## src/hdl/rrts_pkg.sv

```systemverilog
// shared types, constants and helpers for the round-robin thread scheduler
// used by round_robin_thread_scheduler_unit and its testbench; no dependencies
package rrts_pkg;

  localparam int MAX_THREADS = 32;
  localparam int TID_W       = $clog2(MAX_THREADS);
  localparam int CNT_W       = TID_W;

  typedef logic [MAX_THREADS-1:0] mask_t;
  typedef logic [TID_W-1:0]       tid_t;
  typedef logic [CNT_W-1:0]       cnt_t;

  typedef enum logic [2:0] {
    ST_INVALID   = 3'd0,
    ST_CREATED   = 3'd1,
    ST_EXECUTING = 3'd2,
    ST_RETURNED  = 3'd3,
    ST_PAUSED    = 3'd4
  } tstate_t;

  typedef enum logic [2:0] {
    OP_YIELD    = 3'd0,
    OP_CREATE   = 3'd1,
    OP_PAUSE    = 3'd2,
    OP_RESUME   = 3'd3,
    OP_RESTART  = 3'd4,
    OP_STOP     = 3'd5,
    OP_QUERY    = 3'd6,
    OP_FINISHED = 3'd7
  } op_t;

  typedef enum logic [2:0] {
    S_IDLE,
    S_READ1,
    S_READ2,
    S_EXEC,
    S_WRITE2
  } fsm_t;

  // {found, index} of the lowest set bit
  function automatic logic [TID_W:0] lowest_set(input mask_t m);
    logic [TID_W:0] r;
    r = '0;
    for (int i = MAX_THREADS - 1; i >= 0; i--) begin
      if (m[i]) begin
        r = {1'b1, TID_W'(i)};
      end
    end
    return r;
  endfunction

  // state of the thread being switched away from
  function automatic tstate_t leave_rule(input tstate_t s);
    return (s == ST_PAUSED || s == ST_RETURNED) ? s : ST_CREATED;
  endfunction

  // state of the thread being switched to
  function automatic tstate_t enter_rule(input tstate_t s);
    return (s == ST_PAUSED || s == ST_RETURNED) ? s : ST_EXECUTING;
  endfunction

endpackage

```

## src/hdl/round_robin_thread_scheduler_unit.sv

```systemverilog
// top level of the round-robin thread scheduler: command stream in, one result per command out
// depends on rrts_pkg and rrts_ram (thread state table)
//
// channel   dir  width  contents (lowest bit up)
// s_*       in   8      op[2:0], thread_id[7:3]
// m_*       out  16     status[2:0], prev_thread[7:3], next_thread[12:8], switched[13], zero fill
//
// a switching yield goes through read1, read2, exec and write2 before idle; every other
// command, and a yield while no thread is created yet, goes through read1 and exec only:
// the thread state memory has one read port, so a yield reads the left and the entered
// thread one after the other and then writes both back one after the other
// reset (rst, synchronous) clears fsm, count, output valid, table valid bits and enable mask;
// round mask goes to thread 0; unwritten entries read as thread 0 created, others invalid
// the result sits in an output register, so the next command is taken while it waits;
// a command reaching its update step stalls there only while an older result is still held
module round_robin_thread_scheduler_unit
  import rrts_pkg::*;
(
  input  logic        clk,
  input  logic        rst,
  input  logic        s_tvalid,
  output logic        s_tready,
  input  logic [7:0]  s_tdata,   // op[2:0], thread_id[7:3]
  output logic        m_tvalid,
  input  logic        m_tready,
  output logic [15:0] m_tdata    // status[2:0], prev_thread[7:3], next_thread[12:8], switched[13]
);

  // fsm
  fsm_t state, state_next;

  // scheduler state
  cnt_t  thread_count, thread_count_next;
  mask_t round_mask, round_mask_next;
  mask_t enable_mask, enable_mask_next;
  mask_t tbl_valid;

  // command being worked on
  op_t     cmd_op;
  logic [4:0] cmd_id;
  logic    cmd_yield;   // yield with at least one created thread
  tid_t    tail;
  tid_t    head;
  tstate_t s1;
  tstate_t s2;
  tstate_t head_st;

  // memory ports
  logic    wr_en;
  tid_t    wr_addr;
  tstate_t wr_data;
  tid_t    rd_addr;
  logic [2:0] ram_q;
  tid_t    rd_addr_q;
  logic    rd_hit;
  tstate_t rd_state;

  // exec step results
  logic    ex_wr_en;
  tid_t    ex_wr_addr;
  tstate_t ex_wr_data;
  tstate_t ex_status;
  tid_t    ex_prev;
  tid_t    ex_next;
  logic    ex_sw;

  // output register
  logic       out_valid;
  logic [15:0] out_data;
  logic       out_free;

  logic [TID_W:0] low_round;
  logic [TID_W:0] low_rest;
  mask_t          rest_mask;
  mask_t          id_bit;
  logic           id_ok;
  tid_t           id_t;
  logic [CNT_W:0] count_inc;
  logic           accept;

  assign accept   = s_tvalid && s_tready;
  assign out_free = !out_valid || m_tready;

  // yield picks from the current round
  assign low_round = lowest_set(round_mask);
  assign rest_mask = round_mask & (round_mask - mask_t'(1));
  assign low_rest  = lowest_set(rest_mask);

  assign id_t      = cmd_id[TID_W-1:0];
  assign id_ok     = {{(6-CNT_W){1'b0}}, thread_count} >= {1'b0, cmd_id};
  assign id_bit    = mask_t'(1) << id_t;
  assign count_inc = {1'b0, thread_count} + {{CNT_W{1'b0}}, 1'b1};

  rrts_ram #(
    .WIDTH (3),
    .DEPTH (MAX_THREADS)
  ) u_tbl (
    .clk     (clk),
    .wr_en   (wr_en),
    .wr_addr (wr_addr),
    .wr_data (wr_data),
    .rd_addr (rd_addr),
    .rd_data (ram_q)
  );

  // entries never written read as their reset value
  always_ff @(posedge clk) begin
    rd_addr_q <= rd_addr;
    rd_hit    <= tbl_valid[rd_addr];
  end

  always_comb begin
    if (rd_hit) begin
      rd_state = tstate_t'(ram_q);
    end else if (rd_addr_q == '0) begin
      rd_state = ST_CREATED;
    end else begin
      rd_state = ST_INVALID;
    end
  end

  // next state
  always_comb begin
    state_next = state;
    case (state)
      S_IDLE: begin
        if (accept) state_next = S_READ1;
      end
      S_READ1: begin
        state_next = cmd_yield ? S_READ2 : S_EXEC;
      end
      S_READ2: begin
        state_next = S_EXEC;
      end
      S_EXEC: begin
        if (out_free) state_next = cmd_yield ? S_WRITE2 : S_IDLE;
      end
      S_WRITE2: begin
        state_next = S_IDLE;
      end
      default: state_next = S_IDLE;
    endcase
  end

  // fsm outputs: ready, read address, write port
  always_comb begin
    s_tready = 1'b0;
    rd_addr  = head;
    wr_en    = 1'b0;
    wr_addr  = ex_wr_addr;
    wr_data  = ex_wr_data;
    case (state)
      S_IDLE: begin
        s_tready = 1'b1;
        if (op_t'(s_tdata[2:0]) == OP_YIELD) begin
          // tail, or thread 0 when no thread is created yet
          rd_addr = (thread_count != '0) ? low_round[TID_W-1:0] : '0;
        end else begin
          rd_addr = s_tdata[3 +: TID_W];
        end
      end
      S_READ1: begin
        rd_addr = head;
      end
      S_EXEC: begin
        wr_en = ex_wr_en && out_free;
      end
      S_WRITE2: begin
        wr_en   = 1'b1;
        wr_addr = head;
        wr_data = head_st;
      end
      default: begin
        rd_addr = head;
      end
    endcase
  end

  // update step: table write, mask and count changes, result
  always_comb begin
    ex_wr_en          = 1'b0;
    ex_wr_addr        = id_t;
    ex_wr_data        = ST_INVALID;
    ex_status         = ST_INVALID;
    ex_prev           = '0;
    ex_next           = '0;
    ex_sw             = 1'b0;
    thread_count_next = thread_count;
    round_mask_next   = round_mask;
    enable_mask_next  = enable_mask;
    case (cmd_op)
      OP_YIELD: begin
        if (cmd_yield) begin
          // left thread first, entered thread in the following write
          ex_wr_en        = 1'b1;
          ex_wr_addr      = tail;
          ex_wr_data      = leave_rule(s1);
          ex_status       = enter_rule(s2);
          ex_prev         = tail;
          ex_next         = head;
          ex_sw           = 1'b1;
          round_mask_next = (rest_mask == '0) ? enable_mask : rest_mask;
        end else begin
          ex_status = s1;
        end
      end
      OP_CREATE: begin
        if (count_inc < (CNT_W+1)'(MAX_THREADS)) begin
          thread_count_next = count_inc[CNT_W-1:0];
          ex_wr_en          = 1'b1;
          ex_wr_addr        = count_inc[TID_W-1:0];
          ex_wr_data        = ST_CREATED;
          round_mask_next   = round_mask | (mask_t'(1) << count_inc[TID_W-1:0]);
          enable_mask_next  = round_mask_next;
          ex_status         = ST_CREATED;
          ex_next           = count_inc[TID_W-1:0];
        end
      end
      default: begin
        if (id_ok) begin
          ex_wr_addr = id_t;
          case (cmd_op)
            OP_PAUSE: begin
              if (s1 != ST_PAUSED) begin
                ex_wr_en         = 1'b1;
                ex_wr_data       = ST_PAUSED;
                enable_mask_next = enable_mask & ~id_bit;
              end
              ex_status = ST_PAUSED;
            end
            OP_RESUME: begin
              ex_status = s1;
              if (s1 == ST_PAUSED) begin
                ex_wr_en         = 1'b1;
                ex_wr_data       = ST_CREATED;
                enable_mask_next = enable_mask | id_bit;
                ex_status        = ST_CREATED;
              end
            end
            OP_RESTART: begin
              if (s1 != ST_INVALID) begin
                ex_wr_en         = 1'b1;
                ex_wr_data       = ST_CREATED;
                enable_mask_next = enable_mask | id_bit;
                ex_status        = ST_CREATED;
              end
            end
            OP_STOP: begin
              if (s1 != ST_RETURNED) begin
                ex_wr_en         = 1'b1;
                ex_wr_data       = ST_RETURNED;
                enable_mask_next = enable_mask & ~id_bit;
              end
              ex_status = ST_RETURNED;
            end
            OP_QUERY: begin
              ex_status = s1;
            end
            OP_FINISHED: begin
              // enable mask stays as it is
              ex_wr_en   = 1'b1;
              ex_wr_data = ST_RETURNED;
              ex_status  = ST_RETURNED;
            end
            default: begin
              ex_status = ST_INVALID;
            end
          endcase
        end
      end
    endcase
  end

  // control registers
  always_ff @(posedge clk) begin
    if (rst) begin
      state        <= S_IDLE;
      thread_count <= '0;
      round_mask   <= mask_t'(1);
      enable_mask  <= '0;
      tbl_valid    <= '0;
      out_valid    <= 1'b0;
    end else begin
      state <= state_next;
      if (wr_en) begin
        tbl_valid[wr_addr] <= 1'b1;
      end
      if (state == S_EXEC && out_free) begin
        thread_count <= thread_count_next;
        round_mask   <= round_mask_next;
        enable_mask  <= enable_mask_next;
        out_valid    <= 1'b1;
      end else if (m_tready) begin
        out_valid <= 1'b0;
      end
    end
  end

  // command and payload registers
  always_ff @(posedge clk) begin
    if (accept) begin
      cmd_op    <= op_t'(s_tdata[2:0]);
      cmd_id    <= s_tdata[7:3];
      cmd_yield <= (op_t'(s_tdata[2:0]) == OP_YIELD) && (thread_count != '0);
      tail      <= low_round[TID_W] ? low_round[TID_W-1:0] : '0;
      // no bit left, or a bit above the thread count, falls back to thread 0
      if (low_rest[TID_W] && ({1'b0, low_rest[TID_W-1:0]} <= {1'b0, thread_count})) begin
        head <= low_rest[TID_W-1:0];
      end else begin
        head <= '0;
      end
    end
    if (state == S_READ1) begin
      s1 <= rd_state;
    end
    if (state == S_READ2) begin
      s2 <= rd_state;
    end
    if (state == S_EXEC) begin
      head_st <= enter_rule(s2);
    end
    if (state == S_EXEC && out_free) begin
      out_data <= {2'b00, ex_sw, 5'(ex_next), 5'(ex_prev), 3'(ex_status)};
    end
  end

  assign m_tvalid = out_valid;
  assign m_tdata  = out_data;

endmodule

```

## src/hdl/rrts_ram.sv

```systemverilog
// generic single-port-write, single-port-read ram with registered read data
// no dependencies
module rrts_ram #(
  parameter int WIDTH = 8,
  parameter int DEPTH = 32
) (
  input  logic                     clk,
  input  logic                     wr_en,
  input  logic [$clog2(DEPTH)-1:0] wr_addr,
  input  logic [WIDTH-1:0]         wr_data,
  input  logic [$clog2(DEPTH)-1:0] rd_addr,
  output logic [WIDTH-1:0]         rd_data
);

  logic [WIDTH-1:0] mem [DEPTH];

  always_ff @(posedge clk) begin
    if (wr_en) begin
      mem[wr_addr] <= wr_data;
    end
    rd_data <= mem[rd_addr];
  end

endmodule

```

## config.mk

```make
export PLATFORM = sky130hd
export DESIGN_NAME = round_robin_thread_scheduler_unit
export DESIGN_NICKNAME = d
export VERILOG_FILES = /design/src/hdl/rrts_pkg.sv /design/src/hdl/round_robin_thread_scheduler_unit.sv /design/src/hdl/rrts_ram.sv
export SDC_FILE = /design/constraint.sdc
export NUM_CORES = 1
export LEC_CHECK = 0
export BUFFER_PORTS_ARGS = -buffer_cell sky130_fd_sc_hd__buf_2
export CAP_MARGIN = 10
export CORE_ASPECT_RATIO = 1.1
export CORE_UTILIZATION = 60
export DETAILED_ROUTE_END_ITERATION = 12
export PLACE_DENSITY = 0.76
export SLEW_MARGIN = 20
export SYNTH_ARGS = -nofsm -noshare
export SYNTH_HDL_FRONTEND = slang
export SYNTH_SLANG_ARGS = --single-unit
```

## constraint.sdc

```tcl
create_clock -name clk -period 7.7 [get_ports clk]
set_clock_uncertainty 0.15 [all_clocks]
set_input_delay 2.31 -clock clk [delete_from_list [all_inputs] [get_ports clk]]
set_output_delay 2.31 -clock clk [all_outputs]
set_load 0.05 [all_outputs]
```

Word level (Yosys, flattened, before mapping)
Memories as Yosys holds them, arrays and structs flattened. A register that Yosys moved wholly into a read port is not among the register bits.
Cells that the tools add are included.
- input bits: 12
- register bits: 153
- word-level logic and storage cells: 217
- output and inout bits: 18
- RAM bits: 96
- memories kept: 1
- memories (name ; depth ; bits a word ; rd ports ; clocked after Yosys merged registers in ; write ports ; RTL line ; source):
    u_tbl.mem ; 32 ; 3 ; 1 ; 1 ; 1 ; rrts_ram.sv:15 ; logic [WIDTH-1:0] mem [DEPTH];
- $add $sub $neg: 2
- magnitude comparators: 6
- shift operators: 2
- equality and inequality tests: 25
- bitwise logic cells: 7
- multiplexer cells: 128
- reductions and logical operators: 27
- operator list (kind ; number):
    $mux 6 ; 64
    $mux 32 ; 8
    $pmux 32 s2 ; 2
    $pmux 32 s4 ; 1
    $or 32x32->32 ; 3
    $and 32x32->32 ; 2
    $shl 1x5->32 const A ; 2
    $mux 5 ; 8
    $mux 3 ; 13
    $logic_not 32->1 ; 1
    $not 32->32 ; 1
    $sub 32x1->32 const B ; 1
    $pmux 3 s5 ; 2
    $eq 3x3->1 const B ; 7
    $pmux 5 s2 ; 2
    $mux 1 ; 19
    $eq 3x2->1 const B ; 6
    $lt 5x6->1 const B ; 2
    $ne 3x3->1 const B ; 4
    $pmux 3 s2 ; 2
    $pmux 3 s4 ; 1
    $reduce_bool 5->1 ; 2
    $logic_not 3->1 ; 3
    $reduce_and 9->1 ; 1
    other kinds (24) ; 40

Depth between registers and ports, before layout
Gate-level depths: netlist (run 1).
- word-level depth: 37
- mapped depth: 21
- gate-level depth less buffers: 18

By module
Synthesis (run 1) repeated with hierarchy kept, for this count alone.
- cells, all modules: 1444
- area, all modules: 13638.1 um2
- by module, submodules not included (module ; sequential area each (um2) ; cells each ; times used ; area each (um2)):
    round_robin_thread_scheduler_unit ; 3483.3 ; 1259 ; 1 ; 9721.8
    rrts_ram ; 2942.8 ; 185 ; 1 ; 3916.3

Worst setup path before layout (run 1)
Ideal clock, no wire load.
- path type: input to register
- start point: input port s_tdata[1]
- end point: register rd_hit
- data arrival time: 4.570 ns
- path buffers: 2
- slack: 2.888 ns
- stages on the path: 8
- data required time: 7.458 ns
- library setup time: 0.092 ns
- cells stage by stage: or3_1 and2_1 a221oi_1 buf_2 buf_2 mux2i_1 o32ai_1 nor4_1
- longest elaborated chain between the ends: 5
- ends and longest elaborated chain (element ; RTL line ; source):
    start, declared ; round_robin_thread_scheduler_unit.sv:23 ; input logic [7:0] s_tdata,
    $logic_not 3->1 ; round_robin_thread_scheduler_unit.sv:155 ; if (op_t'(s_tdata[2:0]) == OP_YIELD) begin
    $mux 5 ; round_robin_thread_scheduler_unit.sv:155 ;
    $mux 5 ; round_robin_thread_scheduler_unit.sv:152 ; case (state)
    $bmux 1 s5 ; round_robin_thread_scheduler_unit.sv:109 ; rd_hit <= tbl_valid[rd_addr];
    $mux 1 (implied by the code) ; round_robin_thread_scheduler_unit.sv:109 ;
    end signal, assigned ; round_robin_thread_scheduler_unit.sv:109 ;
    end, declared ; round_robin_thread_scheduler_unit.sv:55 ; logic rd_hit;
Every way passes these cells. The select of a mux whose other input is x is not followed.
A chain may end at the register's enable or synchronous reset.

Worst setup path in the final report (run 1)
- start point: register round_mask[0]
- end point: register head[1] (data pin)
- longest elaborated chain between the ends: 36
- ends and longest elaborated chain (element ; RTL line ; source):
    start, declared ; round_robin_thread_scheduler_unit.sv:34 ; mask_t round_mask, round_mask_next;
    start signal, assigned ; round_robin_thread_scheduler_unit.sv:279 ; round_mask <= mask_t'(1);
    start signal, assigned ; round_robin_thread_scheduler_unit.sv:290 ; round_mask <= round_mask_next;
    $sub 32x1->32 ; round_robin_thread_scheduler_unit.sv:86 ; assign rest_mask = round_mask & (round_mask - mask_t'(1));
    $and 32x32->32 * ; round_robin_thread_scheduler_unit.sv:86 ;
    $mux 6 (31 in series) ; rrts_pkg.sv:45 ; if (m[i]) begin
    $mux 6 * ; rrts_pkg.sv:45 ;
    net low_rest[1] ; round_robin_thread_scheduler_unit.sv:73 ; logic [TID_W:0] low_rest;
    $le 5x5->1 ; round_robin_thread_scheduler_unit.sv:307 ; if (low_rest[TID_W] && ({1'b0, low_rest[TID_W-1:0]} <= {1'b0, thread_count})) begin
    $logic_and 1x1->1 ; round_robin_thread_scheduler_unit.sv:307 ;
    end signal, assigned ; round_robin_thread_scheduler_unit.sv:308 ; head <= low_rest[TID_W-1:0];
    end, declared ; round_robin_thread_scheduler_unit.sv:43 ; tid_t head;
Mark *: on every way through the listed nets, which the timed path passes. The rest lies on a longest branch.

==> impl_metrics.json, run 1 <==
{
  "cp-end-kind": "flip-flop",
  "cts.htree.levels": 1,
  "path_max_fanout": 12,
  "run_status": "complete, no violations",
  "wirelength_mm": 36.8,
  "report.power.total_mw": 3.34,
  "floorplan.die_area_um2": 23200,
  "syn_area_um2": 13600,
  "max_freq_mhz": 188,
  "tritoncts": "yes",
  "ys_warn_count": 0,
  "cellLeakagePower_nw": 5.22,
  "detailedPlacementHpwl_mm": 24.2,
  "number_of_max_cap_violations": 0,
  "cts_hold_repair.buffers": 0,
  "critical_path.cell_chain": "or4_4 > nor4_4 > nand2_1 > a2111oi_0 > o22a_1 > nor2_1 > o22ai_1 > and3_1 > nor2_1 > ha_1 > nor2b_1 > o21a_1 > o21ai_0 > nand2b_1 > a21oi_1 > a31oi_1 > or2_2 > nor3_1",
  "die_h_um": 160,
  "worst-endpoint-required_ps": 7900,
  "hp-class": "flip-flop to flip-flop",
  "vias": 11278,
  "critical_path.most_common_cell": "sky130_fd_sc_hd__nor2_1",
  "clk_transition_reported_paths_ps": 60,
  "clock_sinks": 252,
  "synth-seq-area-share_pct": 47.4,
  "largest_net_degree_at_the_start_of_global_routing": 85,
  "final_min_period_over_clock_period_pct": 69.2,
  "synth-compound-area-share_pct": 20.4,
  "place_congestion": 0.939,
  "track_usage_pct": 31.2,
  "layout.cells.most_common": "sky130_fd_sc_hd__nor2_1",
  "setup_repair_after_global_routing_missed_its_margin": "false",
  "layout_common_cells": "171 x sky130_fd_sc_hd__nor2_1, 138 x sky130_fd_sc_hd__edfxtp_1, 120 x sky130_fd_sc_hd__mux2i_1, 114 x sky130_fd_sc_hd__dfxtp_1, 109 x sky130_fd_sc_hd__a21oi_1",
  "final_net_count": 1398,
  "total_count_of_max_transition_violations_in_the_final_report": 0,
  "synth_top_family_by_area": "compound AO/OA/AOI/OAI gates",
  "cts_made_buffers": 27,
  "synth-simple-area-share_pct": 15.0,
  "max_slew_margin_pct": 26.7,
  "muxShareOfSynthArea_pct": 9.69,
  "post_cts_resize_count": 0,
  "cts-root-to-sink-buffers": 3,
  "route.detailed.drc": 0,
  "synth_edf_count": 138,
  "crit_slowest_cell": "sky130_fd_sc_hd__nor4_4",
  "grt_antenna_before_repair": 0,
  "routedWlPerCell_um": 21.8,
  "worstSetupPathType": "flip-flop to flip-flop",
  "asr_flop_ratio_synth_pct": 0,
  "hold_viol": 0,
  "die_width_um": 145,
  "rows": 57,
  "measured_slew_at_the_worst_slew_check_pin_ps": 1100,
  "grt_first_pass_wirelength_mm": 57.4,
  "setup_tns_ps": 0,
  "synth_xor_area_share_pct": 0.710,
  "ant_diodes": 0,
  "power.ir.vdd_worst_mv": 0.172,
  "synthCells": 1424,
  "r2r_slack_ps": 2370,
  "final_count_of_negative_setup_slack_endpoints": 0,
  "adder_cell_share_of_the_synthesized_area_pct": 2.30,
  "timing.critical_path.slowest_cell_delay_ps": 690,
  "synth.avg_cell_area_um2": 9.52,
  "final_layout_size_suffix_gt1_share_pct": 8.76,
  "core_region_area_um2": 22100,
  "cts_root_buffer": "sky130_fd_sc_hd__clkbuf_16",
  "postCtsSetupRepairBufs": 0,
  "postSynthRegisterBits": 252,
  "post-route-min-period_ps": 5330,
  "floorplan.initialDensity_pct": 61.3,
  "critical_path_arrival_ps": 5530,
  "netlist-cell-type-count": 73,
  "timing.critical_path.from_type": "flip-flop",
  "buffer_ports.inserted": 27,
  "dr.pass1.iters": 5,
  "place_inst": 1637,
  "first_global_vias": 10693,
  "detail-route-antenna-nets": 0,
  "cellPowerDensity_nw_per_um2": 228,
  "global_route.overflow_total": 0,
  "clk-insertion-delay-late_ps": 540,
  "area_growth_pct": 7.81,
  "viasPerCell": 6.69,
  "yosys_most_used_dff": "sky130_fd_sc_hd__edfxtp_1",
  "layout.cells.non_filler": 1687,
  "detailedRoute.firstIterationViolations": 985,
  "io_pins": 30
}
==> worst paths after layout <==
kind                                endpoint  cells past startpoint                  startpoint
setup reg to reg       head[1]$_SDFFCE_PN0P_                     18  round_mask[0]$_SDFFE_PP1P_
hold reg to reg   tbl_valid[25]$_SDFFE_PP0P_                      1  tbl_valid[25]$_SDFFE_PP0P_
hold / removal    tbl_valid[25]$_SDFFE_PP0P_                      1  tbl_valid[25]$_SDFFE_PP0P_
setup / recovery       head[1]$_SDFFCE_PN0P_                     18  round_mask[0]$_SDFFE_PP1P_
==> where the power goes <==
part / switching [mW] / internal, mW
sequential: 0.0530 / 1.47
combinational: 0.324 / 0.169
clock: 0.536 / 0.792
total: 0.913 / 2.43
==> cell type report <==
type                       count  area (um^2)
fill                        1794         7490
tap                          295          369
timing repair buffer          37          210
clock inverter                15          186
sequential                   252         6430
inverter                      32          120
clock buffer                  35          716
multi-input combinational   1021         6590
==> logic make-up (layout without fill, tap and decap cells) <==
family / Yosys count / after routing
multiplexers: 130 / 130
XOR/XNOR: 11 / 11
flip-flops: 252 / 252
other: 1 / 2
buffers and inverters: 152 / 119
AO/OA/AOI/OAI: 421 / 421
adder cells (fa/ha/maj): 27 / 27
AND/OR/NAND/NOR: 430 / 430
==> metal layers <==
layer / wire (um) / share of wire, % / up-vias / global-route usage [%]
li1: - / - / 5236 / -
met4: 1980 / 5.4 / 0 / 17.7
met3: 2730 / 7.4 / 134 / 4.03
met5: 0 / 0 / - / 0
met1: 14400 / 39 / 5354 / 38.9
met2: 17700 / 48 / 554 / 52.5
==> cell usage after synthesis, drive strengths merged (18+ instances only) <==
library cell	count	area [um^2]
a211oi	18	160
a21oi	110	551
a31oi	25	156
buf	18	106
clkbuf	102	383
dfxtp	114	2280
edfxtp	138	4140
inv	31	116
mux2i	120	1200
nand2	91	342
nand3	42	220
nor2	172	646
nor3	23	126
o21ai	90	450
o22ai	37	231
o2bb2ai	40	350
==> through the flow <==
stage               instance area [um^2]  hold slack (ps)  utilization (%)  setup WS [ps]
floorplan                          13600              282                -           2890
global placement                   13700              296             62.0           2260
detailed placement                 13700              296             62.0           2070
CTS                                14600              313             66.1           2480
global route                       14600              326             66.1           2130
finish                             14600              311             66.1           2370
==> worst max-delay path: cells and delay by family (launching register included) <==
family / cells / cell delay [ps]
simple gates: 10 / 2810
compound gates: 7 / 1450
fa+ha+maj: 1 / 290
flops: 1 / 460
Note: power is estimated with default switching activity, not from simulation.
==> inputs of run 2 (changes only) <==
Settings changed: ABC_AREA from default to 1.
Clock period 7.7 ns to 5 ns, I/O delays scaled along.
==> run 2 against run 1 <==
Compared with the run above: total power is 61% higher; critical path type unchanged; largest power group unchanged; non-clock buffer count is 20 higher; wire length grew 2.4%; die area down 0.51%; global-route usage rose by 1.7 points; setup slack worse by 1800 ps; sequential power rose by 51%.
==> impl_metrics.json, run 2 <==
{
  "post-route-min-period_ps": 4430,
  "dr.pass1.iters": 5,
  "clock_sinks": 252,
  "global_route.overflow_total": 0,
  "r2r_slack_ps": 570,
  "internal-power_mw": 3.81,
  "power.ir.vdd_worst_mv": 0.315,
  "cellPowerDensity_nw_per_um2": 363,
  "cts_made_buffers": 28,
  "worstSetupPathType": "flip-flop to flip-flop",
  "cellLeakagePower_nw": 6.14,
  "final_layout_size_suffix_gt1_share_pct": 7.66,
  "yosys_most_used_dff": "sky130_fd_sc_hd__edfxtp_1",
  "tritoncts": "yes",
  "asr_flop_ratio_synth_pct": 0,
  "vias": 12082,
  "timing.critical_path.from_type": "flip-flop",
  "core_region_area_um2": 22000,
  "most_area_hungry_cell_type_in_the_yosys_netlist": "sky130_fd_sc_hd__edfxtp_1",
  "ys_warn_count": 0,
  "layout.cells.most_common": "sky130_fd_sc_hd__nand2_1",
  "synth_area_leaders": "sky130_fd_sc_hd__edfxtp_1 31%, sky130_fd_sc_hd__dfxtp_1 17%, sky130_fd_sc_hd__nand2_1 9.3%",
  "crit_slowest_cell": "sky130_fd_sc_hd__dfxtp_1",
  "detail-route-antenna-nets": 0,
  "final_net_count": 1820,
  "hold_viol": 0,
  "cp-end-kind": "flip-flop",
  "route.detailed.drc": 0,
  "max_freq_mhz": 226,
  "io_pins": 30,
  "netlist-cell-type-count": 49,
  "postSynthRegisterBits": 252,
  "worst-endpoint-required_ps": 5240,
  "fillerInstances": 1919,
  "syn_area_um2": 13500,
  "detailedPlacementHpwl_mm": 25.8,
  "measured_slew_at_the_worst_slew_check_pin_ps": 1060,
  "synth.avg_cell_area_um2": 7.55,
  "rows": 57,
  "power.share.sequential_pct": 42.5,
  "grt_first_pass_wirelength_mm": 60.0,
  "track_usage_pct": 32.9,
  "grt_antenna_before_repair": 0,
  "critical_path.most_common_cell": "sky130_fd_sc_hd__nand2_1",
  "critical_path_arrival_ps": 4660,
  "cp-endpoint": "head[3]$_SDFFCE_PN0P_",
  "die_width_um": 145,
  "hp-class": "flip-flop to flip-flop",
  "cts.htree.levels": 1,
  "final_min_period_over_clock_period_pct": 88.6,
  "clk_transition_reported_paths_ps": 60,
  "p_switching_mw": 1.58,
  "largest_net_degree_at_the_start_of_global_routing": 69,
  "worstSetupStartpoint": "round_mask[1]$_SDFFE_PP0P_",
  "synth-seq-area-share_pct": 47.6,
  "logic_depth_of_the_worst_register_to_register_path": 41,
  "regToRegEndpoint": "head[3]$_SDFFCE_PN0P_",
  "run_status": "complete, no violations",
  "path_max_fanout": 6,
  "layout_common_cells": "333 x sky130_fd_sc_hd__nand2_1, 248 x sky130_fd_sc_hd__inv_1, 243 x sky130_fd_sc_hd__nor2_1, 180 x sky130_fd_sc_hd__nand3_1, 138 x sky130_fd_sc_hd__edfxtp_1",
  "routedWlPerCell_um": 17.9,
  "synthCells": 1787,
  "cts_hold_repair.buffers": 0,
  "place_congestion": 0.955,
  "synthDominantCellAreaShare_pct": 30.7,
  "viasPerCell": 5.73,
  "clk-insertion-delay-late_ps": 550,
  "final_count_of_negative_setup_slack_endpoints": 0,
  "finalHoldWorstSlack_ps": 318,
  "synth_edf_count": 138,
  "wirelength_mm": 37.7,
  "floorplan.initialDensity_pct": 61.2,
  "pwr-share-clk_pct": 39.2,
  "timing.critical_path.slowest_cell_delay_ps": 350,
  "number_of_max_cap_violations": 0,
  "buffer_ports.inserted": 27,
  "cts-root-to-sink-buffers": 3,
  "total_count_of_max_transition_violations_in_the_final_report": 0,
  "floorplan.die_area_um2": 23100,
  "ant_diodes": 0,
  "worst_r2r_startpoint": "round_mask[1]$_SDFFE_PP0P_",
  "area_growth_pct": 10.2,
  "power.share.switching_pct": 29.4,
  "cts_root_buffer": "sky130_fd_sc_hd__clkbuf_16",
  "first_global_vias": 11685,
  "yosys.cell_count.top_type": "sky130_fd_sc_hd__nand2_1",
  "die_h_um": 159,
  "most_instantiated_cells_after_synthesis": "334 x sky130_fd_sc_hd__nand2_1, 249 x sky130_fd_sc_hd__inv_1, 249 x sky130_fd_sc_hd__nor2_1, 181 x sky130_fd_sc_hd__nand3_1, 138 x sky130_fd_sc_hd__edfxtp_1",
  "report.power.total_mw": 5.39,
  "detailedRoute.firstIterationViolations": 1022,
  "comb_power_share_pct": 18.3,
  "max_slew_margin_pct": 29.0
}
[run 2: cell families (layout without fill, tap and decap cells)]
family                     Yosys count  count (layout)  synth area share (%)
and+or+nand+nor                    845             845                  27.1
buffers and inverters              343             370                  10.1
AOI/OAI and AO/OA                  330             330                  13.7
DFF                                252             252                  47.6
adders and majority gates           15              15                  1.39
other                                1               2                0.0278
xor gates and xnor gates             1               1                0.0649
[run 2: how the worst min path moves through the flow]
stage | start | to | cells past startpoint
after floorplan | tbl_valid[13]$_SDFFE_PP0P_ | tbl_valid[13]$_SDFFE_PP0P_ | 2
after global placement | tbl_valid[1]$_SDFFE_PP0P_ | tbl_valid[1]$_SDFFE_PP0P_ | 2
after detailed placement | tbl_valid[15]$_SDFFE_PP0P_ | tbl_valid[15]$_SDFFE_PP0P_ | 2
after CTS | tbl_valid[15]$_SDFFE_PP0P_ | tbl_valid[15]$_SDFFE_PP0P_ | 2
after global routing | tbl_valid[14]$_SDFFE_PP0P_ | tbl_valid[14]$_SDFFE_PP0P_ | 2
final | tbl_valid[15]$_SDFFE_PP0P_ | tbl_valid[15]$_SDFFE_PP0P_ | 2
[run 2: layout make-up]
type	count	area, um^2	area share, %
multi-input cells	1193	5770	38.8
flip-flops and latches	252	6430	43.2
clock inverters	13	161	1.09
repair buffers	57	360	2.42
clock buffers	39	795	5.34
inverters	261	980	6.59
well taps	295	369	2.48
[run 2: metrics by stage]
stage	setup slack [ps]	cells	util [%]	setup TNS, ps	instance area [um^2]
after floorplan	1210	1788	-	0	13500
after global placement	348	2056	62.9	0	13900
after detailed placement	206	2056	62.9	0	13900
after CTS	387	2108	67.2	0	14800
after global routing	-7.03	2110	67.5	-7.03	14900
final	572	2110	67.5	0	14900
[run 2: what timing repair did]
action / 4_1_cts / 5_1_grt
gates resized for setup: 0 / 9
setup buffers: 0 / 2
endpoints found under the setup margin: 0 / 4
[run 2: power groups by stage]
stage / Combinational [mW] / Sequential, mW / Clock (mW)
final: 0.984 / 2.29 / 2.11
after global routing: 1.09 / 2.30 / 2.21
after CTS: 0.973 / 2.29 / 2.13
after detailed placement: 0.968 / 2.34 / 0
after global placement: 0.953 / 2.34 / 0
after floorplan: 0.709 / 2.34 / 0
[run 2: critical path, delay by kind of cell, from the launching register on]
kind / cells / cell delay, ps
buffers and inverters: 1 / 40
and+or+nand+nor: 32 / 2770
adders and majority gates: 1 / 160
DFF: 1 / 350
AOI/OAI and AO/OA: 7 / 800
[run 2: metal layers]
metal | wire [um] | GRT usage [%] | vias to the layer above
li1 | - | - | 5937
met1 | 15200 | 39.4 | 5623
met2 | 18700 | 58.8 | 398
met3 | 2010 | 3.27 | 124
met4 | 1800 | 16.4 | 0
met5 | 0 | 0 | -
==> inputs of run 3 (changes only) <==
Settings changed: ABC_CLOCK_PERIOD_IN_PS from default to 5000, SYNTH_HIERARCHICAL from default to 1.
==> run 3 against run 2 <==
Compared with the run above: core utilization is 0.51 points higher; critical endpoint unchanged; largest power group unchanged; setup slack worse by 170 ps; sequential share of layout area is 0.87 points higher; cell count is 3.2% lower.
==> impl_metrics.json, run 3 <==
{
  "route.detailed.drc": 0,
  "largest_net_degree_at_the_start_of_global_routing": 92,
  "hp-class": "flip-flop to flip-flop",
  "netlist-cell-type-count": 50,
  "post_cts_resize_count": 0,
  "die_h_um": 157,
  "worst_hold_path_stage_count": 2,
  "hold_viol": 0,
  "critical_path_arrival_ps": 4820,
  "detailedRoute.firstIterationViolations": 1149,
  "track_usage_pct": 34.3,
  "io_pins": 30,
  "report.power.total_mw": 5.43,
  "synth-seq-area-share_pct": 48.8,
  "postSynthRegisterBits": 252,
  "ys_warn_count": 6,
  "detailedPlace.worstSlack_ps": 425,
  "fillerInstances": 1868,
  "final_count_of_negative_setup_slack_endpoints": 0,
  "area_growth_pct": 10.7,
  "vias": 12293,
  "crit_slowest_cell": "sky130_fd_sc_hd__dfxtp_1",
  "synth.avg_cell_area_um2": 7.65,
  "final_layout_size_suffix_gt1_share_pct": 8.16,
  "place_congestion": 0.977,
  "clock_sinks": 252,
  "layout.cells.non_filler": 2043,
  "timing.critical_path.slowest_cell_delay_ps": 350,
  "place_inst": 1993,
  "max_freq_mhz": 217,
  "run_status": "complete, no violations",
  "setup_tns_ps": 0,
  "postLayoutSetupSlackWorst_ps": 398,
  "clk_transition_reported_paths_ps": 60,
  "cellLeakagePower_nw": 5.76,
  "cts.htree.levels": 1,
  "final_min_period_over_clock_period_pct": 92.0,
  "setup_repair_after_global_routing_missed_its_margin": "false",
  "cts_hold_repair.buffers": 0,
  "detailedPlacementHpwl_mm": 25.5,
  "synth_area_leaders": "sky130_fd_sc_hd__edfxtp_1 31%, sky130_fd_sc_hd__dfxtp_1 17%, sky130_fd_sc_hd__nand2_1 12%",
  "first_global_vias": 11501,
  "layout_common_cells": "427 x sky130_fd_sc_hd__nand2_1, 182 x sky130_fd_sc_hd__nor2_1, 171 x sky130_fd_sc_hd__inv_1, 163 x sky130_fd_sc_hd__nand3_1, 138 x sky130_fd_sc_hd__edfxtp_1",
  "most_area_hungry_cell_type_in_the_yosys_netlist": "sky130_fd_sc_hd__edfxtp_1",
  "routedWlPerCell_um": 18.5,
  "viasPerCell": 6.02,
  "total_count_of_max_transition_violations_in_the_final_report": 0,
  "number_of_max_cap_violations": 0,
  "cts-root-to-sink-buffers": 3,
  "cts_made_buffers": 27,
  "rows": 56,
  "dr.pass1.iters": 6,
  "yosys_most_used_dff": "sky130_fd_sc_hd__edfxtp_1",
  "wirelength_mm": 37.9,
  "detail-route-antenna-nets": 0,
  "cts_root_buffer": "sky130_fd_sc_hd__clkbuf_16",
  "syn_area_um2": 13200,
  "cellPowerDensity_nw_per_um2": 373,
  "synthCells": 1720,
  "logic_depth_of_the_worst_register_to_register_path": 39,
  "path_max_fanout": 6,
  "floorplan.initialDensity_pct": 61.4,
  "dpl-instance-area_um2": 13600,
  "layout.cells.most_common": "sky130_fd_sc_hd__nand2_1",
  "clk-insertion-delay-late_ps": 550,
  "global_route.overflow_total": 0,
  "yosys.cell_count.top_type": "sky130_fd_sc_hd__nand2_1",
  "measured_slew_at_the_worst_slew_check_pin_ps": 1160,
  "grt_antenna_before_repair": 0,
  "ant_diodes": 0,
  "final_net_count": 1759,
  "floorplan.die_area_um2": 22500,
  "critical_path.most_common_cell": "sky130_fd_sc_hd__nand2_1",
  "postLayoutCellArea_um2": 14600,
  "die_width_um": 143,
  "synthDominantCellAreaShare_pct": 31.5,
  "core_region_area_um2": 21400,
  "postCtsSetupRepairBufs": 0,
  "worst-endpoint-required_ps": 5220,
  "postLayoutCoreUtil_pct": 68.0,
  "power.ir.vdd_worst_mv": 0.384,
  "max_slew_margin_pct": 22.8,
  "multi_input_comb_area_um2": 5770,
  "synth_edf_count": 138,
  "most_instantiated_cells_after_synthesis": "427 x sky130_fd_sc_hd__nand2_1, 185 x sky130_fd_sc_hd__nor2_1, 171 x sky130_fd_sc_hd__inv_1, 164 x sky130_fd_sc_hd__nand3_1, 138 x sky130_fd_sc_hd__edfxtp_1",
  "buffer_ports.inserted": 27,
  "grt_first_pass_wirelength_mm": 59.8,
  "finalHoldWorstSlack_ps": 308,
  "worstSetupPathType": "flip-flop to flip-flop",
  "final-seq-area_um2": 6430,
  "asr_flop_ratio_synth_pct": 0,
  "cp-end-kind": "flip-flop",
  "post-route-min-period_ps": 4600,
  "tritoncts": "yes",
  "timing.critical_path.from_type": "flip-flop"
}
[run 3: changes by cell type in the layout (fill, tap and decap cells not counted), sizes merged, moves of 12 or more]
cell    before  now
nor2       253  191
nand3b      40    0
nand3      182  166
a221oi       0   12
a21oi       79  128
nand2      338  430
a31oi       70   35
inv        256  186
[run 3: final cells by class]
type,instances,area share (%)
repair buffers,54,2.32
well taps,290,2.49
flip-flops and latches,252,44.1
inverters,188,4.86
multi-input cells,1209,39.6
clock buffers,33,5.00
clock inverters,17,1.65
[run 3: cells by family after synthesis]
family | share of synthesized area [%]
and+or+nand+nor | 26.0
other | 0.0285
xor gates and xnor gates | 0.0666
DFF | 48.8
adders and majority gates | 1.43
AOI/OAI and AO/OA | 15.6
buffers and inverters | 8.02
[run 3: path summary, 6_finish.rpt]
| kind | start | slack (ps) | to |
|---|---|---|---|
| hold / removal | tbl_valid[21]$_SDFFE_PP0P_ | 310 | tbl_valid[21]$_SDFFE_PP0P_ |
| hold reg to reg | tbl_valid[21]$_SDFFE_PP0P_ | 310 | tbl_valid[21]$_SDFFE_PP0P_ |
| setup reg to reg | round_mask[0]$_SDFFE_PP1P_ | 400 | head[3]$_SDFFCE_PN0P_ |
| setup / recovery | round_mask[0]$_SDFFE_PP1P_ | 400 | head[3]$_SDFFCE_PN0P_ |
[run 3: worst max-delay path: cells and delay by family (launching register included)]
family          cells  cell delay [ps]
compound gates      4              690
simple gates       33             2990
fa+ha+maj           1              160
flops               1              350
buf+inv             1               60
[run 3: report_power, final]
group	internal (mW)	switching [mW]
Combinational	0.276	0.692
Sequential	2.25	0.0482
Clock	1.30	0.856
[run 3: layer usage]
metal  global-route usage [%]  vias to the layer above  wire, um  part of all wire [%]
met5                        0                        -         0                     0
li1                         -                     5834         -                     -
met3                     4.50                       96      3500                   9.2
met2                     56.4                      646     17500                    46
met1                     45.9                     5717     15600                    41
met4                     13.0                        0      1200                   3.2
